File: src/sv/sor_pkg.sv
`default_nettype none

package sor_pkg;

	localparam int RING_DEPTH = 16;
	localparam int IDX_W      = $clog2(RING_DEPTH);
	localparam int CNT_W      = $clog2(RING_DEPTH + 1);

	localparam int REQ_W      = 2;
	localparam int KIND_W     = 3;
	localparam int VER_W      = 63;
	localparam int SEQ_W      = 63;
	localparam int MAXC_W     = 7;
	localparam int STAT_W     = 2;
	localparam int PCT_W      = 7;
	localparam int CAP_W      = 5;
	localparam int CFG_IDX_W  = 1;
	localparam int CFG_DATA_W = 5;
	localparam int ENT_W      = KIND_W + VER_W;

	// fill * 100 as the dividend of the usage divider
	localparam int PCT_SCALE  = 100;
	localparam int DIVD_W     = $clog2(RING_DEPTH * PCT_SCALE + 1);

	typedef enum logic [REQ_W-1:0] {
		REQ_PUSH   = 2'd0,
		REQ_LOOKUP = 2'd1,
		REQ_RANGE  = 2'd2,
		REQ_STATS  = 2'd3
	} req_t;

	typedef enum logic [STAT_W-1:0] {
		ST_OK       = 2'd0,
		ST_REJECTED = 2'd1,
		ST_NOTFOUND = 2'd2,
		ST_EMPTY    = 2'd3
	} status_t;

	typedef enum logic [CFG_IDX_W-1:0] {
		CFG_CAPACITY = 1'd0,
		CFG_ENABLE   = 1'd1
	} cfg_reg_t;

	typedef enum logic [2:0] {
		S_IDLE,
		S_LOOK,
		S_STAT,
		S_SCAN,
		S_PICK,
		S_EMIT
	} state_t;

	typedef struct packed {
		logic             done;
		logic [PCT_W-1:0] quotient;
	} div_res_t;

endpackage

`default_nettype wire

File: src/sv/sor_div.sv
`default_nettype none

// restoring divider, one quotient bit per cycle
module sor_div
	import sor_pkg::*;
(
	input  wire logic              clk,
	input  wire logic              arst_n,
	input  wire logic              start,
	input  wire logic [DIVD_W-1:0] dividend,
	input  wire logic [CNT_W-1:0]  divisor,
	output div_res_t               res
);

	localparam int ITER_W = $clog2(DIVD_W + 1);

	logic [DIVD_W-1:0] num_q;
	logic [CNT_W-1:0]  rem_q;
	logic [CNT_W-1:0]  dvs_q;
	logic [ITER_W-1:0] iter_q;
	logic              done_q;

	logic [CNT_W:0]    trial;
	logic              take;
	logic [CNT_W:0]    diff;

	always_comb begin
		trial = {rem_q, num_q[DIVD_W-1]};
		take  = trial >= {1'b0, dvs_q};
		diff  = trial - {1'b0, dvs_q};
	end

	always_ff @(posedge clk or negedge arst_n) begin
		if (!arst_n) begin
			iter_q <= '0;
			done_q <= 1'b0;
		end else if (start) begin
			iter_q <= ITER_W'(DIVD_W);
			done_q <= 1'b0;
		end else if (iter_q != '0) begin
			iter_q <= iter_q - ITER_W'(1);
			if (iter_q == ITER_W'(1)) begin
				done_q <= 1'b1;
			end
		end
	end

	always_ff @(posedge clk) begin
		if (start) begin
			num_q <= dividend;
			rem_q <= '0;
			dvs_q <= divisor;
		end else if (iter_q != '0) begin
			num_q <= {num_q[DIVD_W-2:0], take};
			rem_q <= take ? diff[CNT_W-1:0] : trial[CNT_W-1:0];
		end
	end

	assign res.done     = done_q;
	assign res.quotient = num_q[PCT_W-1:0];

endmodule

`default_nettype wire

File: src/sv/sequenced_overwrite_event_ring_core.sv
// Push: result registered at the accepting edge. Lookup: ring read, then
// result. Statistics: result from the serial fill*100/capacity divider
// (11 quotient bits). Range read: scan over the stored entries, then per
// emitted entry a ring read port step and an output register step; an
// empty range answers right after the scan. One request in flight at a
// time. Async active-low reset clears control state; ring contents are
// undefined until written, capacity resets to 16.
`default_nettype none

module sequenced_overwrite_event_ring_core
	import sor_pkg::*;
(
	input  wire logic                  clk,
	input  wire logic                  arst_n,

	// request channel
	input  wire logic                  in_valid,
	output logic                       in_stall,
	input  wire logic [REQ_W-1:0]      req_type,
	input  wire logic [KIND_W-1:0]     event_kind,
	input  wire logic [VER_W-1:0]      obj_version,
	input  wire logic [SEQ_W-1:0]      seq_query,
	input  wire logic [MAXC_W-1:0]     max_count,

	// result channel
	output logic                       out_valid,
	input  wire logic                  out_stall,
	output logic [STAT_W-1:0]          status,
	output logic [KIND_W-1:0]          out_kind,
	output logic [VER_W-1:0]           out_version,
	output logic [SEQ_W-1:0]           out_sequence,
	output logic                       last_of_run,
	output logic [SEQ_W-1:0]           total_pushed,
	output logic [PCT_W-1:0]           usage_percent,

	// configuration writes
	input  wire logic                  cfg_we,
	input  wire logic [CFG_IDX_W-1:0]  cfg_index,
	input  wire logic [CFG_DATA_W-1:0] cfg_wdata
);

	// slot + off, folded back into 0..cap-1 (off < cap, slot < cap)
	function automatic logic [IDX_W-1:0] ring_wrap(input logic [IDX_W-1:0] slot,
		input logic [CNT_W-1:0] off, input logic [CNT_W-1:0] cap);
		logic [CNT_W:0] sum;
		sum = (CNT_W+1)'(slot) + (CNT_W+1)'(off);
		if (sum >= {1'b0, cap}) begin
			sum = sum - {1'b0, cap};
		end
		return sum[IDX_W-1:0];
	endfunction

	// ---------------------------------------------------------------
	// State
	// ---------------------------------------------------------------
	state_t            state_q, state_d;

	logic [CAP_W-1:0]  cap_q;
	logic              en_q;
	logic [CNT_W-1:0]  fill_q;
	logic [IDX_W-1:0]  oldest_q;
	logic [IDX_W-1:0]  next_q;
	logic [SEQ_W-1:0]  total_q;
	// sequence of the oldest stored entry, kept as total - fill
	logic [SEQ_W-1:0]  base_q;

	// per-request working registers
	logic [SEQ_W-1:0]      query_q;
	logic [MAXC_W-1:0]     maxc_q;
	logic                  hit_q;
	logic [CNT_W-1:0]      scan_q;
	logic [SEQ_W-1:0]      run_seq_q;
	logic [RING_DEPTH-1:0] mask_q;
	logic [CNT_W-1:0]      emit_cnt_q;
	logic [SEQ_W-1:0]      emit_seq_q;
	logic                  emit_last_q;

	// output register
	logic              out_valid_q;
	status_t           status_q;
	logic [KIND_W-1:0] kind_q;
	logic [VER_W-1:0]  version_q;
	logic [SEQ_W-1:0]  sequence_q;
	logic              last_q;
	logic [SEQ_W-1:0]  total_out_q;
	logic [PCT_W-1:0]  usage_q;

	// ring memory: {kind, version} per slot, registered read
	logic [ENT_W-1:0]  ring_mem [RING_DEPTH];
	logic [ENT_W-1:0]  rd_s1;

	// ---------------------------------------------------------------
	// Derived values
	// ---------------------------------------------------------------
	logic [CNT_W-1:0]  cap_eff;
	logic              out_free;
	logic              accept;
	logic [SEQ_W-1:0]  lk_diff;
	logic              lk_hit;
	logic              scan_done;
	logic              range_empty;
	logic [IDX_W-1:0]  pick_j;
	logic              pick_last;
	div_res_t          div_res;

	always_comb begin
		if (cap_q == '0) begin
			cap_eff = CNT_W'(1);
		end else if (int'(cap_q) > RING_DEPTH) begin
			cap_eff = CNT_W'(RING_DEPTH);
		end else begin
			cap_eff = CNT_W'(cap_q);
		end
	end

	// output register frees up when empty or being taken this cycle
	assign out_free = !out_valid_q || !out_stall;
	assign in_stall = (state_q != S_IDLE) || !out_free;
	assign accept   = in_valid && !in_stall;

	// stored sequences are consecutive from base, so a lookup is a subtract
	assign lk_diff = seq_query - base_q;
	assign lk_hit  = lk_diff < SEQ_W'(fill_q);

	assign scan_done   = scan_q == fill_q;
	assign range_empty = (mask_q == '0) || (maxc_q == '0);

	// lowest qualifying position still to emit
	always_comb begin
		pick_j = '0;
		for (int k = RING_DEPTH - 1; k >= 0; k--) begin
			if (mask_q[k]) begin
				pick_j = IDX_W'(k);
			end
		end
	end

	// last of the run: count limit reached or nothing left in the mask
	always_comb begin
		logic [RING_DEPTH-1:0] rest;
		rest = mask_q;
		rest[pick_j] = 1'b0;
		pick_last = (MAXC_W'(emit_cnt_q) + MAXC_W'(1) == maxc_q) || (rest == '0);
	end

	// ---------------------------------------------------------------
	// Sequencer: next state
	// ---------------------------------------------------------------
	always_comb begin
		state_d = state_q;
		unique case (state_q)
			S_IDLE: begin
				if (accept) begin
					unique case (req_type)
						REQ_PUSH:   state_d = S_IDLE;
						REQ_LOOKUP: state_d = S_LOOK;
						REQ_RANGE:  state_d = S_SCAN;
						REQ_STATS:  state_d = S_STAT;
					endcase
				end
			end
			S_LOOK: begin
				if (out_free) state_d = S_IDLE;
			end
			S_STAT: begin
				if (div_res.done && out_free) state_d = S_IDLE;
			end
			S_SCAN: begin
				if (scan_done) begin
					if (!range_empty) begin
						state_d = S_PICK;
					end else if (out_free) begin
						state_d = S_IDLE;
					end
				end
			end
			S_PICK: state_d = S_EMIT;
			S_EMIT: begin
				if (out_free) state_d = emit_last_q ? S_IDLE : S_PICK;
			end
			default: state_d = S_IDLE;
		endcase
	end

	// ---------------------------------------------------------------
	// Sequencer: actions
	// ---------------------------------------------------------------
	logic              push_do;
	logic              lk_start;
	logic              rg_start;
	logic              div_start;
	logic              scan_step;
	logic              pick_do;
	logic              rd_en;
	logic [IDX_W-1:0]  rd_addr;
	logic              out_load;
	status_t           o_status;
	logic [KIND_W-1:0] o_kind;
	logic [VER_W-1:0]  o_version;
	logic [SEQ_W-1:0]  o_sequence;
	logic              o_last;
	logic [SEQ_W-1:0]  o_total;
	logic [PCT_W-1:0]  o_usage;

	always_comb begin
		push_do    = 1'b0;
		lk_start   = 1'b0;
		rg_start   = 1'b0;
		div_start  = 1'b0;
		scan_step  = 1'b0;
		pick_do    = 1'b0;
		rd_en      = 1'b0;
		rd_addr    = '0;
		out_load   = 1'b0;
		o_status   = ST_OK;
		o_kind     = '0;
		o_version  = '0;
		o_sequence = '0;
		o_last     = 1'b1;
		o_total    = '0;
		o_usage    = '0;
		unique case (state_q)
			S_IDLE: begin
				if (accept) begin
					unique case (req_type)
						REQ_PUSH: begin
							out_load = 1'b1;
							if (en_q) begin
								push_do    = 1'b1;
								o_kind     = event_kind;
								o_version  = obj_version;
								o_sequence = total_q;
							end else begin
								o_status = ST_REJECTED;
							end
						end
						REQ_LOOKUP: begin
							lk_start = 1'b1;
							rd_en    = 1'b1;
							rd_addr  = ring_wrap(oldest_q, lk_diff[CNT_W-1:0], cap_eff);
						end
						REQ_RANGE: rg_start  = 1'b1;
						REQ_STATS: div_start = 1'b1;
					endcase
				end
			end
			S_LOOK: begin
				if (out_free) begin
					out_load = 1'b1;
					if (hit_q) begin
						o_kind     = rd_s1[ENT_W-1:VER_W];
						o_version  = rd_s1[VER_W-1:0];
						o_sequence = query_q;
					end else begin
						o_status = ST_NOTFOUND;
					end
				end
			end
			S_STAT: begin
				if (div_res.done && out_free) begin
					out_load = 1'b1;
					o_total  = total_q;
					o_usage  = div_res.quotient;
				end
			end
			S_SCAN: begin
				if (!scan_done) begin
					scan_step = 1'b1;
				end else if (range_empty && out_free) begin
					out_load = 1'b1;
					o_status = ST_EMPTY;
				end
			end
			S_PICK: begin
				pick_do = 1'b1;
				rd_en   = 1'b1;
				rd_addr = ring_wrap(oldest_q, CNT_W'(pick_j), cap_eff);
			end
			S_EMIT: begin
				if (out_free) begin
					out_load   = 1'b1;
					o_kind     = rd_s1[ENT_W-1:VER_W];
					o_version  = rd_s1[VER_W-1:0];
					o_sequence = emit_seq_q;
					o_last     = emit_last_q;
				end
			end
			default: ;
		endcase
	end

	// usage divider
	sor_div u_div (
		.clk      (clk),
		.arst_n   (arst_n),
		.start    (div_start),
		.dividend (DIVD_W'(fill_q * PCT_SCALE)),
		.divisor  (cap_eff),
		.res      (div_res)
	);

	// ---------------------------------------------------------------
	// Control registers
	// ---------------------------------------------------------------
	always_ff @(posedge clk or negedge arst_n) begin
		if (!arst_n) begin
			state_q     <= S_IDLE;
			cap_q       <= CAP_W'(16);
			en_q        <= 1'b1;
			fill_q      <= '0;
			oldest_q    <= '0;
			next_q      <= '0;
			total_q     <= '0;
			base_q      <= '0;
			out_valid_q <= 1'b0;
		end else begin
			state_q <= state_d;

			if (out_load) begin
				out_valid_q <= 1'b1;
			end else if (!out_stall) begin
				out_valid_q <= 1'b0;
			end

			if (cfg_we) begin
				unique case (cfg_index)
					CFG_CAPACITY: begin
						// capacity change empties the ring, sequences carry on
						cap_q    <= cfg_wdata[CAP_W-1:0];
						fill_q   <= '0;
						oldest_q <= '0;
						next_q   <= '0;
						base_q   <= total_q;
					end
					CFG_ENABLE: en_q <= cfg_wdata[0];
				endcase
			end else if (push_do) begin
				total_q <= total_q + SEQ_W'(1);
				next_q  <= ring_wrap(next_q, CNT_W'(1), cap_eff);
				if (fill_q >= cap_eff) begin
					// full: oldest entry is overwritten
					oldest_q <= ring_wrap(oldest_q, CNT_W'(1), cap_eff);
					base_q   <= base_q + SEQ_W'(1);
				end else begin
					fill_q <= fill_q + CNT_W'(1);
				end
			end
		end
	end

	// ---------------------------------------------------------------
	// Working and payload registers
	// ---------------------------------------------------------------
	always_ff @(posedge clk) begin
		if (lk_start) begin
			query_q <= seq_query;
			hit_q   <= lk_hit;
		end

		if (rg_start) begin
			query_q    <= seq_query;
			maxc_q     <= max_count;
			scan_q     <= '0;
			run_seq_q  <= base_q;
			mask_q     <= '0;
			emit_cnt_q <= '0;
		end else if (scan_step) begin
			// plain unsigned compare, so a wrapped run may qualify in pieces
			mask_q[scan_q[IDX_W-1:0]] <= run_seq_q >= query_q;
			run_seq_q <= run_seq_q + SEQ_W'(1);
			scan_q    <= scan_q + CNT_W'(1);
		end else if (pick_do) begin
			mask_q[pick_j] <= 1'b0;
			emit_cnt_q     <= emit_cnt_q + CNT_W'(1);
			emit_seq_q     <= base_q + SEQ_W'(pick_j);
			emit_last_q    <= pick_last;
		end

		if (out_load) begin
			status_q    <= o_status;
			kind_q      <= o_kind;
			version_q   <= o_version;
			sequence_q  <= o_sequence;
			last_q      <= o_last;
			total_out_q <= o_total;
			usage_q     <= o_usage;
		end
	end

	// ring memory; one request at a time, so a read never meets a write
	always_ff @(posedge clk) begin
		if (push_do) begin
			ring_mem[next_q] <= {event_kind, obj_version};
		end
		if (rd_en) begin
			rd_s1 <= ring_mem[rd_addr];
		end
	end

	assign out_valid     = out_valid_q;
	assign status        = status_q;
	assign out_kind      = kind_q;
	assign out_version   = version_q;
	assign out_sequence  = sequence_q;
	assign last_of_run   = last_q;
	assign total_pushed  = total_out_q;
	assign usage_percent = usage_q;

	// ---------------------------------------------------------------
	// Assertions
	// ---------------------------------------------------------------
	a_fill_bound: assert property (@(posedge clk) disable iff (!arst_n)
		fill_q <= cap_eff)
		else $error("fill count above capacity");

	a_ptr_consistent: assert property (@(posedge clk) disable iff (!arst_n)
		next_q == ring_wrap(oldest_q, fill_q, cap_eff))
		else $error("write pointer out of step with oldest and fill");

	a_accept_progress: assert property (@(posedge clk) disable iff (!arst_n)
		accept |=> (state_q != S_IDLE) || out_valid_q)
		else $error("accepted transaction left no work and no result");

	a_emit_limit: assert property (@(posedge clk) disable iff (!arst_n)
		(state_q == S_EMIT) |-> (MAXC_W'(emit_cnt_q) <= maxc_q))
		else $error("range read emitted more than max_count");

endmodule

`default_nettype wire

File: config.mk
export PLATFORM = sky130hd
export DESIGN_NAME = sequenced_overwrite_event_ring_core
export DESIGN_NICKNAME = d
export VERILOG_FILES = /design/src/sv/sor_pkg.sv /design/src/sv/sor_div.sv /design/src/sv/sequenced_overwrite_event_ring_core.sv
export SDC_FILE = /design/constraint.sdc
export NUM_CORES = 2
export LEC_CHECK = 0
export ABC_AREA = 1
export ABC_CLOCK_PERIOD_IN_PS = 22600
export BUFFER_PORTS_ARGS = -buffer_cell sky130_fd_sc_hd__buf_2
export CAP_MARGIN = 20
export CORE_MARGIN = 2
export CORE_UTILIZATION = 25
export DETAILED_ROUTE_END_ITERATION = 10
export HOLD_SLACK_MARGIN = 0.06
export PLACE_DENSITY = 0.47
export SETUP_SLACK_MARGIN = 0.4
export SLEW_MARGIN = 20
export SYNTH_ARGS = -nofsm -noshare
export SYNTH_HDL_FRONTEND = slang
export SYNTH_SLANG_ARGS = --single-unit
File: constraint.sdc
create_clock -name clk -period 22.6 [get_ports clk]
set_input_delay 4.52 -clock clk [delete_from_list [all_inputs] [get_ports clk]]
set_output_delay 4.52 -clock clk [all_outputs]
set_load 0.02 [all_outputs]
==> flow_summary.json <==
{
  "status": "finished, final reports clean",
  "syn_area_sq_um": 83100,
  "ir_worst_vdd_uv": 75.8,
  "synth-xor-area-share": 0.0287,
  "placed_cell_area_sq_um": 89800,
  "globalRouteTotalUtil": 0.179,
  "cts_setup_buffers": 0,
  "multiInputGateArea_sq_um": 27200,
  "io_buffers": 352,
  "design.die.area_sq_um": 337000,
  "regArea_sq_um": 50600,
  "slowest_stage": "buf_4",
  "synth_mux_area_frac": 0,
  "synth_top_area_share": 0.555,
  "first_pass_iters": 6,
  "finalInstanceArea_sq_um": 96100,
  "synth-edff-count": 1536,
  "synthArstFlopShare": 0.0894,
  "routed_wl_mm": 312,
  "gp_congestion": 0.930,
  "clk_path_buf_depth": 4,
  "min_to": "u_div.num_q[1]",
  "finalClockSkew_ps": 89.7,
  "drtIter0Drc": 5780,
  "ys_seq_elements": 1723,
  "synth_top_family_by_area": "simple AND/OR/NAND/NOR gates",
  "setup_ws_ps": 12070,
  "drt-wirelength-per-cell_microns": 24.2,
  "pre_cts_ws_ps": 10730,
  "yosys.area_share.simple": 0.169,
  "cts_made_buffers": 196,
  "period_share": 0.466,
  "grt_max_degree": 264,
  "ctsHoldBuffers": 0,
  "syn_to_final_growth_pct": 15.7,
  "yosys_warnings": 0,
  "crit_family": "buffers and inverters",
  "clk_pin_slew_worst_paths_ps": 60,
  "cts_tree": "done",
  "die_x_microns": 580,
  "fmax_ghz": 0.0949,
  "end_kind": "flip-flop",
  "synthCells": 8074,
  "io_pins": 353,
  "final.min_clock_period_ps": 10540,
  "rsz0062_at_grt": "no",
  "whs_path_depth": 2,
  "dp_hpwl_mm": 201,
  "drive_gt1_frac": 0.0970,
  "synth-compound-area-share": 0.0937,
  "reg2reg_slack_ps": 14980,
  "dpl.cell_count": 12531,
  "reg2reg_to": "rd_s1[24]",
  "worst_pin_slew_ps": 1180,
  "startpoint_type": "primary input",
  "max_stage_delay_ps": 860,
  "vias": 62097,
  "core-area_sq_um": 331000,
  "synth_nets": 8436,
  "crit_required_ps": 23210,
  "grt_pass1_vias": 59638,
  "p_leak_nw": 36.5,
  "synthTopCellsByArea": "edfxtp_1 56%, nand2_1 7.8%, inv_1 4.6%, dfrtp_1 4.6%, nand3_1 4.4%",
  "h-tree-depth": 4,
  "yosysTopAreaCell": "edfxtp_1",
  "r2r_cells": 35,
  "drc": 0,
  "clock_latency_ps": 850,
  "worstSetupPathType": "in -> reg",
  "cts_sinks": 1723,
  "cpMostUsedCell": "inv_1",
  "hold_path.class": "reg -> reg",
  "antenna_found_initial": 68,
  "p_per_area_nw_per_um2": 112,
  "gr-total-overflow": 0,
  "stdcell_count": 12900,
  "cap_violations": 0,
  "start_util": 0.251,
  "synth_fa_ha_area_frac": 0.0330,
  "setup_viol": 0,
  "fillerInstances": 34509,
  "rows": 211,
  "die_height_microns": 580,
  "synthFlopType": "edfxtp_1",
  "synth_area_per_cell_sq_um": 10.3,
  "grt_pass1_wl_mm": 443,
  "min_from": "u_div.num_q[0]",
  "relSlewSlack": 0.204,
  "fin_setup_tns_ps": 0,
  "path_buf_inv": 9,
  "clockRootBuffer": "clkbuf_16",
  "slew_violations": 0,
  "synth-seq-area-share": 0.610,
  "r2r_start": "mask_q[13]",
  "worstPathArrival_ps": 11150,
  "synth.distinct_cells": 72,
  "finalNetCount": 8729,
  "postRouteAntennaNets": 0,
  "post_cts_resized": 0,
  "via_per_inst": 4.81,
  "hold_violations": 0,
  "worst-path-max-fanout": 145
}
[synthesized netlist by cell type, types with 10 or more instances]
master and count:
nand2_1 1721, edfxtp_1 1536, inv_1 1024, nand3_1 729, nor2_1 492, o211ai_1 420, o21ai_0 328, xor2_1 236
ha_1 203, clkbuf_1 194, a21oi_1 162, dfrtp_1 152, nor3_1 117, buf_2 98, nand4_1 86, a22oi_1 73
a32o_1 67, nor4_1 64, buf_1 38, xnor2_1 34, dfxtp_1 33, a31oi_1 26, inv_2 26, clkinv_1 18
o22ai_1 18, nor2_2 13, a21o_1 12, o21bai_1 12, buf_4 10, fa_1 10, o21ai_1 10
[routing by layer]
| metal | global-route usage | wire, microns |
|---|---|---|
| met1 | 0.238 | 134000 |
| met2 | 0.302 | 149000 |
| met5 | 0 | 215 |
| met3 | 0.0275 | 20100 |
| met4 | 0.0505 | 9020 |
[worst max-delay path by stage]
stage                 start           to  cells past startpoint
6_report       seq_query[0]    rd_s1[24]                     28
5_1_grt        seq_query[0]    rd_s1[35]                     28
4_1_cts        seq_query[0]    rd_s1[38]                     28
3_5_place_dp   seq_query[0]    rd_s1[35]                     28
3_3_place_gp   seq_query[0]    rd_s1[29]                     26
2_1_floorplan     out_stall  last_of_run                      4
[stage by stage]
step,hold WS (ps),utilization,total power [W]
2_1_floorplan,441,-,0.00643
3_3_place_gp,448,0.272,0.00769
5_1_grt,492,0.291,0.0114
6_report,463,0.291,0.0108
4_1_cts,466,0.290,0.0109
3_5_place_dp,457,0.272,0.00771
[cells by family (layout without fill, tap and decap cells)]
| kind of cell | count (synthesis) | count (layout) |
|---|---|---|
| simple gates | 3275 | 3275 |
| flops | 1723 | 1723 |
| buf+inv | 1409 | 1854 |
| compound gates | 1183 | 1183 |
| xor+xnor | 271 | 271 |
| fa+ha+maj | 213 | 213 |
| other cells | 0 | 15 |
[layout by cell type (no fill, tap or decap), types with 8 or more instances in the layout]
master	netlist	final
clkbuf_1	194	39
o21ai_1	10	10
clkinv_1	18	63
nor2_2	13	13
buf_4	10	73
a21o_1	12	12
clkinv_2	0	29
nor2_1	492	473
a32o_1	67	67
a31oi_1	26	26
o21ai_0	328	328
nor4_1	64	64
xor2_1	236	236
fa_1	10	10
bufinv_16	0	19
o211ai_1	420	420
ha_1	203	203
inv_2	26	29
buf_2	98	352
nand2_2	9	9
inv_1	1024	1017
nor3_1	117	117
xnor2_1	34	34
nand2_1	1721	1716
diode_2	0	15
a22oi_1	73	73
o31ai_1	9	8
nand3_1	729	728
edfxtp_1	1536	1536
o21bai_1	12	12
dfrtp_1	152	152
a21oi_1	162	162
nor2_4	5	24
o22ai_1	18	18
clkbuf_16	0	197
nand4_1	86	86
dfxtp_1	33	33
[registers in the layout (all words and copies together) (netlist names), 7 cells and up]
register       cells
u_div.num_q       11
out_version       63
mask_q            16
base_q            63
out_sequence      63
emit_seq_q        63
total_q           63
ring_mem        1056
query_q           63
usage_percent      7
total_pushed      63
run_seq_q         63
rd_s1             66
maxc_q             7
[power breakdown]
part | leakage (nW) | internal (W) | switching, W
registers | 16.1 | 0.00395 | 0.000266
logic | 17.4 | 0.000957 | 0.00245
clock network | 3.01 | 0.00182 | 0.00135
total | 36.5 | 0.00672 | 0.00407
[worst register-to-register path, delay by kind of cell (launching register included)]
kind	cells	cell delay, ps
buffers and inverters	7	2640
AND/OR/NAND/NOR	15	1990
AO/OA/AOI/OAI	9	1200
adder cells (fa/ha/maj)	3	970
flip-flops	1	350
XOR/XNOR	1	230
[area by class of cell]
cell class / count / area share
Sequential cell: 1723 / 0.527
Multi-Input combinational cell: 4942 / 0.283
Tap cell: 4366 / 0.0568
Clock buffer: 237 / 0.0530
Inverter: 1068 / 0.0419
Timing Repair Buffer: 436 / 0.0264
Clock inverter: 113 / 0.0114
Antenna cell: 15 / 0.000391
Power figures use the tool's default switching activity.
